--- src/rtl/assert_macros.svh ---
// ----------------------------------------------------------------------------
// Assertion macros
// Shared concurrent assertion forms, clocked on clk; TVS_ASSERT is quiet during reset.
// ----------------------------------------------------------------------------
`ifndef ASSERT_MACROS_SVH
`define ASSERT_MACROS_SVH

// Checks prop on every rising edge of clk while rst_n is high.
`define TVS_ASSERT(label, prop, msg) \
  label: assert property (@(posedge clk) disable iff (!rst_n) prop) else $error(msg);

// Checks prop on every rising edge of clk, reset included.
`define TVS_ASSERT_ALWAYS(label, prop, msg) \
  label: assert property (@(posedge clk) prop) else $error(msg);

`endif

--- src/rtl/tvs_div.sv ---
// ----------------------------------------------------------------------------
// tvs_div
// Restoring divider for a 62-bit dividend whose quotient fits in 31 bits.
// ----------------------------------------------------------------------------
module tvs_div (
  input  logic        clk,
  input  logic        rst_n,
  input  logic        start,
  input  logic [61:0] dividend,
  input  logic [31:0] divisor,
  output logic        done,
  output logic [30:0] quotient
);

  logic [31:0] rem_r, rem_nxt;
  logic [30:0] low_r, low_nxt;
  logic [30:0] q_r, q_nxt;
  logic [31:0] dv_r, dv_nxt;
  logic [4:0]  cnt_r, cnt_nxt;
  logic        busy_r, busy_nxt;
  logic        done_r, done_nxt;
  logic [32:0] trial;

  always_comb begin
    trial    = {rem_r, low_r[30]};
    rem_nxt  = rem_r;
    low_nxt  = low_r;
    q_nxt    = q_r;
    dv_nxt   = dv_r;
    cnt_nxt  = cnt_r;
    busy_nxt = busy_r;
    done_nxt = 1'b0;
    if (start) begin
      rem_nxt  = {1'b0, dividend[61:31]};
      low_nxt  = dividend[30:0];
      q_nxt    = 31'd0;
      dv_nxt   = divisor;
      cnt_nxt  = 5'd0;
      busy_nxt = 1'b1;
    end else if (busy_r) begin
      if (trial >= {1'b0, dv_r}) begin
        rem_nxt = 32'(trial - {1'b0, dv_r});
        q_nxt   = {q_r[29:0], 1'b1};
      end else begin
        rem_nxt = trial[31:0];
        q_nxt   = {q_r[29:0], 1'b0};
      end
      low_nxt = {low_r[29:0], 1'b0};
      cnt_nxt = cnt_r + 5'd1;
      if (cnt_r == 5'd30) begin
        busy_nxt = 1'b0;
        done_nxt = 1'b1;
      end
    end
  end

  always_ff @(posedge clk) begin
    rem_r <= rem_nxt;
    low_r <= low_nxt;
    q_r   <= q_nxt;
    dv_r  <= dv_nxt;
    cnt_r <= cnt_nxt;
    if (!rst_n) begin
      busy_r <= 1'b0;
      done_r <= 1'b0;
    end else begin
      busy_r <= busy_nxt;
      done_r <= done_nxt;
    end
  end

  assign done     = done_r;
  assign quotient = q_r;

endmodule

--- config.mk ---
export PLATFORM = sky130hd
export DESIGN_NAME = tvs_div
export DESIGN_NICKNAME = d
export VERILOG_FILES = /design/src/rtl/assert_macros.svh /design/src/rtl/tvs_div.sv
export SDC_FILE = /design/constraint.sdc
export NUM_CORES = 1
export LEC_CHECK = 0
export BUFFER_PORTS_ARGS = -buffer_cell sky130_fd_sc_hd__buf_2
export CORE_MARGIN = 4
export CORE_UTILIZATION = 61
export CTS_CLUSTER_SIZE = 12
export DETAILED_ROUTE_END_ITERATION = 10
export PLACE_DENSITY = 0.86
export REMOVE_ABC_BUFFERS = 1
export SLEW_MARGIN = 20
export SYNTH_ARGS = -nofsm -noshare
export SYNTH_HDL_FRONTEND = slang
export SYNTH_SLANG_ARGS = --single-unit
export TNS_END_PERCENT = 20
--- constraint.sdc ---
create_clock -name clk -period 8.25 [get_ports clk]
set_clock_uncertainty 0.2 [all_clocks]
set_input_delay 0.825 -clock clk [delete_from_list [all_inputs] [get_ports clk]]
set_output_delay 0.825 -clock clk [all_outputs]
set_load 0.03 [all_outputs]
==> results.ini <==
[run_status]
status = finished, final reports clean

[route]
drtAntennaViolNets = 0
via_per_inst = 5.94
num_vias = 5469
drc = 0
first_iter_violations = 414
routed_wl_mm = 16.8
drt_pass1_iterations = 6
routedWlPerCell_um = 18.3

[synthesis]
syn_area_um2 = 7260
syn_inst = 647
synth_flop_cell = edfxtp_1
synth_edf_count = 94
synth-async-reset-ratio_pct = 0
syn_avg_cell_area_um2 = 11.2
seq_area_frac_synth_pct = 49.6
ys_warn_count = 0
yosysUniqueCellTypes = 64
ys_ff_latch = 133

[critical_path]
critical_path_peak_fanout = 30
cp-start-kind = flip-flop
ff2ff_setup_slack_ns = 4.57
critical_path_class = reg2reg
cp.arrival_ns = 3.64
reg2reg_from = rem_r[0]$_DFFE_PP_
reg2reg_depth = 9
crit_required_ns = 8.21
rr_endpoint = rem_r[17]$_DFFE_PP_
end_kind = flip-flop

[place]
hpwl_mm = 11.4
gp_congestion = 0.930
io_buffers = 128

[timing]
drv_slew = 0
tightest_slew_ns = 1.11
hold_violations = 0
rsz0062_at_grt = false
post-route-period-util_pct = 44.6
period_needed_ns = 3.68
finalSetupViolCount = 0
tns_ns = 0
maxSlewHeadroom_pct = 26.2
fmax_mhz = 272

[pwr]
power_mw = 2.47
irDropWorstVdd_v = 0.000170
powerDensity_nw_per_um2 = 291
leakagePower_nw = 3.60

[hold_path]
worstHoldPathType = reg2reg
hold_path_startpoint = quotient[30]$_SDFFE_PP0P_
min_to = quotient[30]$_SDFFE_PP0P_
worstHoldPathCells = 2

[layout]
area_growth_pct = 17.2
layout-drive-gt1-share_pct = 29.8
diodes = 0
nNetsFinal = 898

[grt]
grtUsageTotal_pct = 25.2
antenna_found_initial = 0
grt_max_degree = 82
grt_overflow_total = 0
grt_pass1_wl_mm = 26.7
grt_pass1_vias = 5545

[clock_network]
numCtsBuffers = 17
cts_max_level = 4
clock_sinks = 133
clk_pin_slew_ns = 0.06
ctsResizeCount = 0
cts_root_buf = clkbuf_16
clock_latency_ns = 0.42
ctsHoldBuffers = 0
clk_path_buf_depth = 2
postCtsSetupBuffers = 0
cts_tree = built

[floorplan]
core_area_um2 = 11500
rows = 39
die_y_um = 117
dieWidth_um = 117
initial_utilization_pct = 63.0
ios = 129
die-area_um2 = 13700

[flow_run]
cap_violations = 0

-- placed cells by master (no fill, tap or decap), drive strengths merged, types with 4 or more instances in the layout --
master  count
buf       130
edfxtp     94
mux2       64
nor2       57
inv        47
dfxtp      39
a21oi      38
ha         34
mux2i      32
nand2      27
clkbuf     22
o21ai      20
nand3      16
xnor2      16
nor2b      14
nand4      10
xor2       10
nor3        9
a21o        8
a211oi      7
a31oi       7
o21a        6
nor3b       6
and3        5
and2        5
a221o       4
o211ai      4
o31ai       4
clkinv      4
-- how the worst max path moves through the flow --
stage / from / to / slack, ns / cells past startpoint
global placement: rem_r[25]$_DFFE_PP_ / rem_r[29]$_DFFE_PP_ / 4.65 / 9
global route: rem_r[0]$_DFFE_PP_ / rem_r[18]$_DFFE_PP_ / 4.40 / 9
finish: rem_r[0]$_DFFE_PP_ / rem_r[17]$_DFFE_PP_ / 4.57 / 9
detailed placement: rem_r[3]$_DFFE_PP_ / rem_r[29]$_DFFE_PP_ / 4.51 / 9
floorplan: rem_r[0]$_DFFE_PP_ / rem_r[12]$_DFFE_PP_ / 4.95 / 9
CTS: rem_r[15]$_DFFE_PP_ / rem_r[29]$_DFFE_PP_ / 4.44 / 8
-- kinds of logic (layout without fill, tap and decap cells) --
group                      after synthesis  in the layout  synth area share (%)
muxes                                   96             96                  14.3
and+or+nand+nor                        165            165                  11.3
buffers and inverters                   72            203                  4.26
DFF                                    133            133                  49.6
xor gates and xnor gates                26             26                  3.14
adders and majority gates               35             35                  6.14
AOI/OAI and AO/OA                      120            120                  11.1
-- cell usage after synthesis (5+ instances only) --
cell,n,area (µm²)
nand2_1,27,101
ha_1,34,425
mux2_2,60,676
nor3_1,8,40.0
nor3b_1,6,45.0
a21oi_1,38,190
clkbuf_1,20,75.1
o21a_1,6,45.0
edfxtp_1,94,2820
nand3_1,16,80.1
a21o_1,7,52.6
mux2i_1,32,320
xnor2_1,16,140
inv_1,42,158
a211oi_1,7,52.6
o21ai_0,19,95.1
dfxtp_1,39,781
and3_1,5,31.3
xor2_1,10,87.6
nor2_1,57,214
nor2b_1,14,87.6
nand4_1,10,62.6
a31oi_1,6,37.5
-- layout make-up --
class                      instances  area, µm²
fill                             746       3010
timing repair buffer             130        658
sequential                       133       3600
clock buffer                      22        490
clock inverter                     9       66.3
inverter                          42        158
tap                              143        179
multi-input combinational        442       3350
-- flip-flops by register name, indices dropped and copies added, names as in the netlist --
name / flops
busy_r: 1
rem_r: 32
done: 1
low_r: 31
quotient: 31
dv_r: 32
cnt_r: 5
-- per-stage QoR --
stage	instances	instance area, µm²	setup WS [ns]	utilization (%)	hold slack (ns)
after floorplan	617	7110	4.95	-	0.269
after global placement	890	7950	4.65	69.0	0.271
after detailed placement	890	7950	4.51	69.0	0.292
after CTS	921	8500	4.44	73.8	0.309
after global routing	921	8500	4.40	73.8	0.340
final	921	8500	4.57	73.8	0.308
-- power by group --
group	internal, mW	switching [mW]	total (mW)
clock	0.424	0.289	0.712
combinational	0.393	0.493	0.885
sequential	0.827	0.0473	0.875
total	1.64	0.829	2.47
-- per-layer routing --
layer,track usage (%),vias to the layer above,wire (µm)
li1,-,2615,-
met1,30.8,2550,6730
met2,41.1,259,8130
met3,9.20,45,1520
met4,9.25,0,448
met5,0,-,0
-- critical path: stages (launching register included) --
cell and delay, ns:
edfxtp_1 0.45, ha_1 0.33, nor2b_1 0.17, o2111ai_1 0.17, a21o_4 0.29, a2111o_1 0.46
a31oi_4 0.26, or2_4 0.44, mux2_2 0.39, mux2_2 0.27
Power figures use the tool's default switching activity.
