==> config.mk <==
export PLATFORM = sky130hd
export DESIGN_NAME = tvs_isqrt
export DESIGN_NICKNAME = d
export VERILOG_FILES = /design/src/rtl/assert_macros.svh /design/src/rtl/tvs_isqrt.sv
export SDC_FILE = /design/constraint.sdc
export NUM_CORES = 1
export LEC_CHECK = 0
export ABC_AREA = 1
export BUFFER_PORTS_ARGS = -buffer_cell sky130_fd_sc_hd__buf_2
export CAP_MARGIN = 0
export CELL_PAD_IN_SITES_DETAIL_PLACEMENT = 1
export CELL_PAD_IN_SITES_GLOBAL_PLACEMENT = 2
export CORE_UTILIZATION = 33
export CTS_BUF_LIST = sky130_fd_sc_hd__clkbuf_16
export CTS_CLUSTER_SIZE = 16
export DETAILED_ROUTE_END_ITERATION = 12
export GPL_TIMING_DRIVEN = 1
export PLACE_DENSITY = 0.91
export SYNTH_ARGS = -nofsm -noshare
export SYNTH_HDL_FRONTEND = slang
export SYNTH_SLANG_ARGS = --single-unit
==> constraint.sdc <==
create_clock -name clk -period 6.7 [get_ports clk]
set_input_delay 0.67 -clock clk [delete_from_list [all_inputs] [get_ports clk]]
set_output_delay 0.67 -clock clk [all_outputs]
set_load 0.01 [all_outputs]
==> src/rtl/assert_macros.svh <==
// ----------------------------------------------------------------------------
// Assertion macros
// Shared concurrent assertion forms, clocked on clk; TVS_ASSERT is quiet during reset.
// ----------------------------------------------------------------------------
`ifndef ASSERT_MACROS_SVH
`define ASSERT_MACROS_SVH

// Checks prop on every rising edge of clk while rst_n is high.
`define TVS_ASSERT(label, prop, msg) \
  label: assert property (@(posedge clk) disable iff (!rst_n) prop) else $error(msg);

// Checks prop on every rising edge of clk, reset included.
`define TVS_ASSERT_ALWAYS(label, prop, msg) \
  label: assert property (@(posedge clk) prop) else $error(msg);

`endif

==> src/rtl/tvs_isqrt.sv <==
// ----------------------------------------------------------------------------
// tvs_isqrt
// Iterative integer square root of a 64-bit value, one result bit per cycle.
// ----------------------------------------------------------------------------
module tvs_isqrt (
  input  logic        clk,
  input  logic        rst_n,
  input  logic        start,
  input  logic [63:0] radicand,
  output logic        done,
  output logic [31:0] root
);

  logic [63:0] x_r, x_nxt;
  logic [63:0] r_r, r_nxt;
  logic [63:0] bit_r, bit_nxt;
  logic [4:0]  cnt_r, cnt_nxt;
  logic        busy_r, busy_nxt;
  logic        done_r, done_nxt;
  logic [63:0] trial;

  always_comb begin
    trial    = r_r + bit_r;
    x_nxt    = x_r;
    r_nxt    = r_r;
    bit_nxt  = bit_r;
    cnt_nxt  = cnt_r;
    busy_nxt = busy_r;
    done_nxt = 1'b0;
    if (start) begin
      x_nxt    = radicand;
      r_nxt    = 64'd0;
      bit_nxt  = 64'd1 << 62;
      cnt_nxt  = 5'd0;
      busy_nxt = 1'b1;
    end else if (busy_r) begin
      if (x_r >= trial) begin
        x_nxt = x_r - trial;
        r_nxt = (r_r >> 1) + bit_r;
      end else begin
        r_nxt = r_r >> 1;
      end
      bit_nxt = bit_r >> 2;
      cnt_nxt = cnt_r + 5'd1;
      if (cnt_r == 5'd31) begin
        busy_nxt = 1'b0;
        done_nxt = 1'b1;
      end
    end
  end

  always_ff @(posedge clk) begin
    x_r   <= x_nxt;
    r_r   <= r_nxt;
    bit_r <= bit_nxt;
    cnt_r <= cnt_nxt;
    if (!rst_n) begin
      busy_r <= 1'b0;
      done_r <= 1'b0;
    end else begin
      busy_r <= busy_nxt;
      done_r <= done_nxt;
    end
  end

  assign done = done_r;
  assign root = r_r[31:0];

endmodule

==> results.toml, run 1 <==
[synthesis]
synthArstFlopShare = 0
syn_nets = 3798
syn_avg_cell_area_um2 = 5.63
synth-main-ff-cell = "dfxtp_1"
seq_area_frac_synth = 0.197
synth_cells = 3598
ys_ff_latch = 167
ys_types = 45
synthTopCellsByArea = "nand2_1 23%, dfxtp_1 10%, edfxtp_1 9.5%"
synth_edf_count = 64
yosys_warnings = 0
synth_area_um2 = 20300
yosysTopAreaCellShare = 0.226
yosys.area.top_type = "nand2_1"

[clocking]
cts-root-buf = "clkbuf_16"
clk_latency_ns = 0.53
cts.sinks = 167
clock_path_buffers = 2
ctsHoldBuffers = 0
cts_setup_buffers = 0
cts_tree = "done"
htreeDepth = 4
cts_buffers = 17
clkTransAtPathRegs_ns = 0.08
cts-resized-gates = 0

[worst_setup_path]
cp-start-kind = "flop"
crit_type = "reg -> reg"
ff2ff_setup_slack_ns = 1.24
cp-endpoint = "x_r[1]"
crit_fanout = 64
cp.arrival_ns = 5.63
setup.worst_path.start = "r_r[14]"
worstSetupEndpointType = "flop"
reg2reg_to = "x_r[1]"
ff2ff_path_depth = 22
critPathRequiredTime_ns = 6.86
reg2reg_from = "r_r[14]"

[global_routing]
grt_use_total = 0.281
grt_antenna_before_repair = 1
grt_pass1_wl_um = 135000
grt_pass1_vias = 23500
grt_max_degree = 72
grt-ovfl-total = 0

[sta]
period_share = 0.815
rsz0062_at_grt = "no"
period_minus_slack_ns = 5.46
slew_headroom = 0.263
setup_ws_ns = 1.24
slew_violations = 0
tns_ns = 0
worst_slew_pin_slew_ns = 1.10
fmax_mhz = 183
final-setup-viol-count = 0
hold_violations = 0
clock_skew_ns = 0.0208

[power]
ir_drop_v = 0.000240
p_per_area_nw_per_um2 = 420
power.leakage_nw = 9.92

[die]
die_width_um = 250
start_util = 0.335
placementRows = 90
num_io_pins = 100
dieArea_um2 = 62400
die_h_um = 250
core_area_um2 = 60500

[hold_path]
hold_path_class = "in -> reg"
hp-start = "rst_n"

[placed_design]
place_ws_ns = 1.36
io_buffers = 99
dp_hpwl_um = 71800
routabilityCongestion = 0.938

[detailed_routing]
num_vias = 23200
ant_nets = 0
vias_per_cell = 5.27
dr.first_iter.drc_count = 1577
drt_wl_total_um = 87400
first_pass_iters = 7
drc = 0
avgRoutedWirePerCell_um = 19.9

[run]
cap_violations = 0

[run_status]
status = "finished clean"

[final_layout]
final_core_util = 0.360
area_growth_pct = 7.35
fillers = 8384
final_nets = 3805
multi_input_area_um2 = 13800
regArea_um2 = 3990
drive_gt1_frac = 0.0514
num_antenna_cells = 0
[registers in the layout, indices dropped and copies added, names as in the netlist]
name,flops
r_r,64
x_r,64
bit_r,32
cnt_r,5
busy_r,1
done,1
[layer usage]
| layer | global-route usage | vias up | wire length [um] |
|---|---|---|---|
| li1 | - | 11500 | - |
| met1 | 0.366 | 11100 | 40100 |
| met2 | 0.474 | 509 | 40900 |
| met3 | 0.0289 | 139 | 3280 |
| met4 | 0.111 | 2 | 3110 |
| met5 | 0 | - | 9 |
[synthesized netlist by cell type, types with 26 or more instances]
master	n
clkbuf_1	52
xnor2_1	53
nor2_1	442
nand4_1	33
buf_2	26
inv_1	488
nand3b_1	32
nand2_1	1219
o21ai_0	165
a21oi_1	222
xor2_1	47
edfxtp_1	64
nor3_1	39
buf_4	34
nand3_1	299
ha_1	132
dfxtp_1	103
[per-stage QoR]
| stage | instance area (um2) | total power [mW] | std cells | hold slack (ns) |
|---|---|---|---|---|
| 3_5_place_dp | 21200 | 7.97 | 4368 | 0.494 |
| 2_1_floorplan | 20300 | 6.13 | 3598 | 0.463 |
| 5_1_grt | 21800 | 9.92 | 4400 | 0.375 |
| 4_1_cts | 21800 | 9.08 | 4400 | 0.354 |
| 6_report | 21800 | 9.15 | 4400 | 0.375 |
| 3_3_place_gp | 21200 | 7.84 | 4368 | 0.485 |
[critical path: stages (launching register included)]
cell and delay, ns:
dfxtp_1 0.62, ha_1 0.32, nand2_1 0.12, o21ai_0 0.45, a21oi_1 0.08, nand2_1 0.14, nand2_1 0.06, nand2_1 0.24
nand2_1 0.08, nand2_1 0.18, xor2_1 0.31, ha_1 0.30, nand2_1 0.16, nor2_2 0.17, nand3_1 0.11, nor2_1 0.22
nand4_1 0.26, nand3_2 0.19, nand2_2 0.09, nand2_2 0.08, nand2_2 0.24, nand2_2 0.20, buf_12 0.33
[cells by family after synthesis]
| kind of cell | synth area share |
|---|---|
| compound gates | 0.126 |
| xor+xnor | 0.0432 |
| fa+ha+maj | 0.0825 |
| buf+inv | 0.124 |
| flops | 0.197 |
| simple gates | 0.428 |
[final cells by class]
type,count,share of cell area
clock buffer,18,0.0207
clock inverter,14,0.00587
inverter,496,0.0856
multi-input combinational,2816,0.633
sequential,167,0.183
tap,782,0.0450
timing repair buffer,107,0.0262
[where the power goes]
| part | switching [mW] | internal [mW] |
|---|---|---|
| combinational | 4.13 | 1.99 |
| clock | 0.567 | 0.513 |
| sequential | 0.474 | 1.47 |
| total | 5.18 | 3.97 |
[cells in the final DEF, fill, tap and decap left out, types with 22 or more instances in the layout]
cell type     n
inv_1       488
nand2_1    1218
xnor2_1      53
edfxtp_1     64
nand3_1     299
o21ai_0     165
o21bai_1     22
nand4_1      33
a21oi_1     222
nand3b_1     32
dfxtp_1     102
xor2_1       47
nor2_1      442
nor3_1       39
ha_1        132
buf_2        98
[worst min path at each step]
stage	to	slack, ns	depth (start not counted)
2_1_floorplan	r_r[0]	0.46	2
3_3_place_gp	cnt_r[4]	0.49	2
3_5_place_dp	r_r[0]	0.49	2
4_1_cts	busy_r	0.35	3
5_1_grt	busy_r	0.38	3
6_report	busy_r	0.37	3
Power figures use the tool's default switching activity.
==> inputs of run 2 (changes only) <==
Settings changed: ABC_AREA 1 to 0, CORE_UTILIZATION 33 to 34, PLACE_DENSITY 0.91 to 0.87.
Clock period 6.7 ns to 5 ns, I/O delays scaled along.
==> run 2 against run 1 <==
Net effect:
- the flow now finishes with violations (setup timing)
- die area is 25% lower
- clock power is 33% higher
- critical endpoint is now r_r[13]
- power is 29% higher
- clock-buffer cell count stayed put
- critical path depth is 4 higher
- synthesized area is 22% lower
- synthesized cell count is 45% lower
- hold slack worse by 0.12 ns
- clock skew is 0.0061 ns lower
- non-clock buffer count is 373 higher
- first-iteration DRC count is 18% lower
==> results.toml, run 2 <==
[global_routing]
grt_pass1_vias = 16900
grt_util_met3 = 0.0292
grt_antenna_before_repair = 0
use_met2 = 0.386
grt.busiest_layer = "met2"
grt_use_total = 0.245
grt_pass1_wl_um = 92100
grt-ovfl-total = 0
grt_max_degree = 91
grtUsageMet1 = 0.350

[hold_path]
hold_path_class = "in -> reg"
holdPathStages = 3
hold_end = "done"
hp-start = "rst_n"

[worst_setup_path]
ff2ff_setup_slack_ns = -0.60
critPathRequiredTime_ns = 5.38
cp_top_family = "compound AO/OA/AOI/OAI gates"
cp-start-kind = "flop"
crit_path_top_delay_cell = "o41a_1"
critPathBufInv = 5
worstSetupEndpointType = "flop"
crit_type = "reg -> reg"
reg2reg_from = "bit_r[2]"
slowest_delay_ns = 0.41
cp_common_cell = "a21oi_4"
ff2ff_path_depth = 26
cp.arrival_ns = 5.98
reg2reg_to = "r_r[13]"
crit_fanout = 6

[clocking]
cts-root-buf = "clkbuf_16"
clock_path_buffers = 2
htreeDepth = 4
clkTransAtPathRegs_ns = 0.08
cts_buffers = 17
cts_tree = "done"
ctsHoldBuffers = 0
cts.sinks = 167
clk_latency_ns = 0.48

[final_layout]
multi_input_area_um2 = 11900
num_antenna_cells = 0
final_nets = 2539
fillers = 5461
design_area_um2 = 21300
final_cell_mix = "328 x buf_4, 211 x nand2_1, 199 x nor2_1, 130 x o21ai_0, 119 x ha_1"
final_core_util = 0.468
reg_top3 = "r_r: 64 flops, x_r: 64 flops, bit_r: 32 flops"
area_growth_pct = 35.4
regArea_um2 = 4020
drive_gt1_frac = 0.321
final_cells = 2952
layout_commonest_cell = "buf_4"

[placed_design]
routabilityCongestion = 0.917
place_ws_ns = -0.607
io_buffers = 99
place_area_um2 = 19000
dp_hpwl_um = 44400
dp_cells = 2864

[synthesis]
ys_ff_latch = 167
synth_cells = 1987
syn_nets = 2187
yosys.area.top_type = "dfxtp_1"
yosys_warnings = 0
ys_types = 94
synth.most_common_cell = "nand2_1"
synthArstFlopShare = 0
syn_avg_cell_area_um2 = 7.91
synthTopCellsByArea = "dfxtp_1 13%, edfxtp_1 12%, ha_1 11%"
synth-main-ff-cell = "dfxtp_1"
synth_edf_count = 64
seq_area_frac_synth = 0.253
synth_area_um2 = 15700
netlist_top_cells_count = "221 x nand2_1, 212 x nor2_1, 157 x o21ai_0, 132 x ha_1, 125 x a21oi_1"
yosysTopAreaCellShare = 0.131

[detailed_routing]
first_pass_iters = 5
drc = 0
drt_wl_total_um = 61800
dr.first_iter.drc_count = 1287
ant_nets = 0
avgRoutedWirePerCell_um = 21.0
num_vias = 16900
vias_per_cell = 5.71

[sta]
fmax_mhz = 178
worst_slew_pin_slew_ns = 1.10
slew_headroom = 0.268
hold_violations = 0
setup_ws_ns = -0.603
period_share = 1.12
rsz0062_at_grt = "yes"
final-setup-viol-count = 143
clock_skew_ns = 0.0148
period_minus_slack_ns = 5.60
slew_violations = 0

[power]
power.leakage_nw = 8.73
total_power_mw = 11.8
ir_drop_v = 0.000280
p_per_area_nw_per_um2 = 556

[die]
core_area_um2 = 45500
placementRows = 78
die_h_um = 217
dieArea_um2 = 47100
num_io_pins = 100
start_util = 0.346
die_width_um = 217

[run_status]
status = "complete, but fails checks"
violations = "setup timing"

[run]
cap_violations = 0
[run 2: cell count changes in the layout (fill, tap and decap cells not counted), sizes merged, moves of 24 or more]
cell,delta
a211oi,+33
a21oi,-92
a31oi,+39
and3,+24
buf,+365
inv,-446
mux2i,+49
nand2,-1003
nand3,-269
nand3b,-28
nor2,-240
or3,+24
xnor2,+26
[run 2: worst max-delay path by stage]
stage                         from  endpoint  depth (start not counted)
after floorplan            r_r[10]    x_r[0]                         23
after global placement      r_r[2]    r_r[8]                         25
after detailed placement  bit_r[2]    r_r[8]                         25
after CTS                 bit_r[2]    r_r[8]                         27
after global routing      bit_r[2]    r_r[8]                         26
final                     bit_r[2]   r_r[13]                         26
[run 2: stage by stage]
| stage | hold slack [ns] | setup TNS, ns |
|---|---|---|
| 2_1_floorplan | 0.467 | -7.38 |
| 3_3_place_gp | 0.479 | -24.49 |
| 3_5_place_dp | 0.508 | -53.10 |
| 4_1_cts | 0.238 | -69.37 |
| 5_1_grt | 0.269 | -96.83 |
| 6_report | 0.258 | -69.14 |
[run 2: layer usage]
| metal | vias to the layer above | share of wire | wire length (um) |
|---|---|---|---|
| li1 | 7977 | - | - |
| met1 | 8356 | 0.48 | 29600 |
| met2 | 433 | 0.46 | 28200 |
| met3 | 85 | 0.046 | 2820 |
| met4 | 0 | 0.020 | 1230 |
| met5 | - | 0 | 0 |
[run 2: cells by family after synthesis]
group / share of synthesized area
mux: 0.0362
simple gates: 0.201
flops: 0.253
xor+xnor: 0.0808
fa+ha+maj: 0.106
buf+inv: 0.0613
compound gates: 0.261
[run 2: timing repair]
item,4_1_cts,5_1_grt
setup endpoints to repair,150,163
pin swaps,55,88
setup buffers,9,38
cloned,3,9
resized for setup,39,206
[run 2: layout make-up]
| class | count | share of cell area |
|---|---|---|
| multi-input cells | 1620 | 0.558 |
| flip-flops and latches | 167 | 0.189 |
| repair buffers | 480 | 0.181 |
| well taps | 600 | 0.0353 |
| clock buffers | 18 | 0.0212 |
| inverters | 53 | 0.00935 |
| clock inverters | 14 | 0.00705 |
[run 2: worst register-to-register path, delay by kind of cell (launching register included)]
kind	cells	cell delay, ns
flip-flops	1	0.37
adder cells (fa/ha/maj)	2	0.56
XOR/XNOR	1	0.15
AO/OA/AOI/OAI	12	2.71
AND/OR/NAND/NOR	6	1.05
buffers and inverters	5	0.67
[run 2: where the power goes]
part	internal [mW]	leakage, nW	switching, mW
combinational	3.99	6.94	4.27
clock	0.702	0.295	0.741
sequential	1.87	1.49	0.266
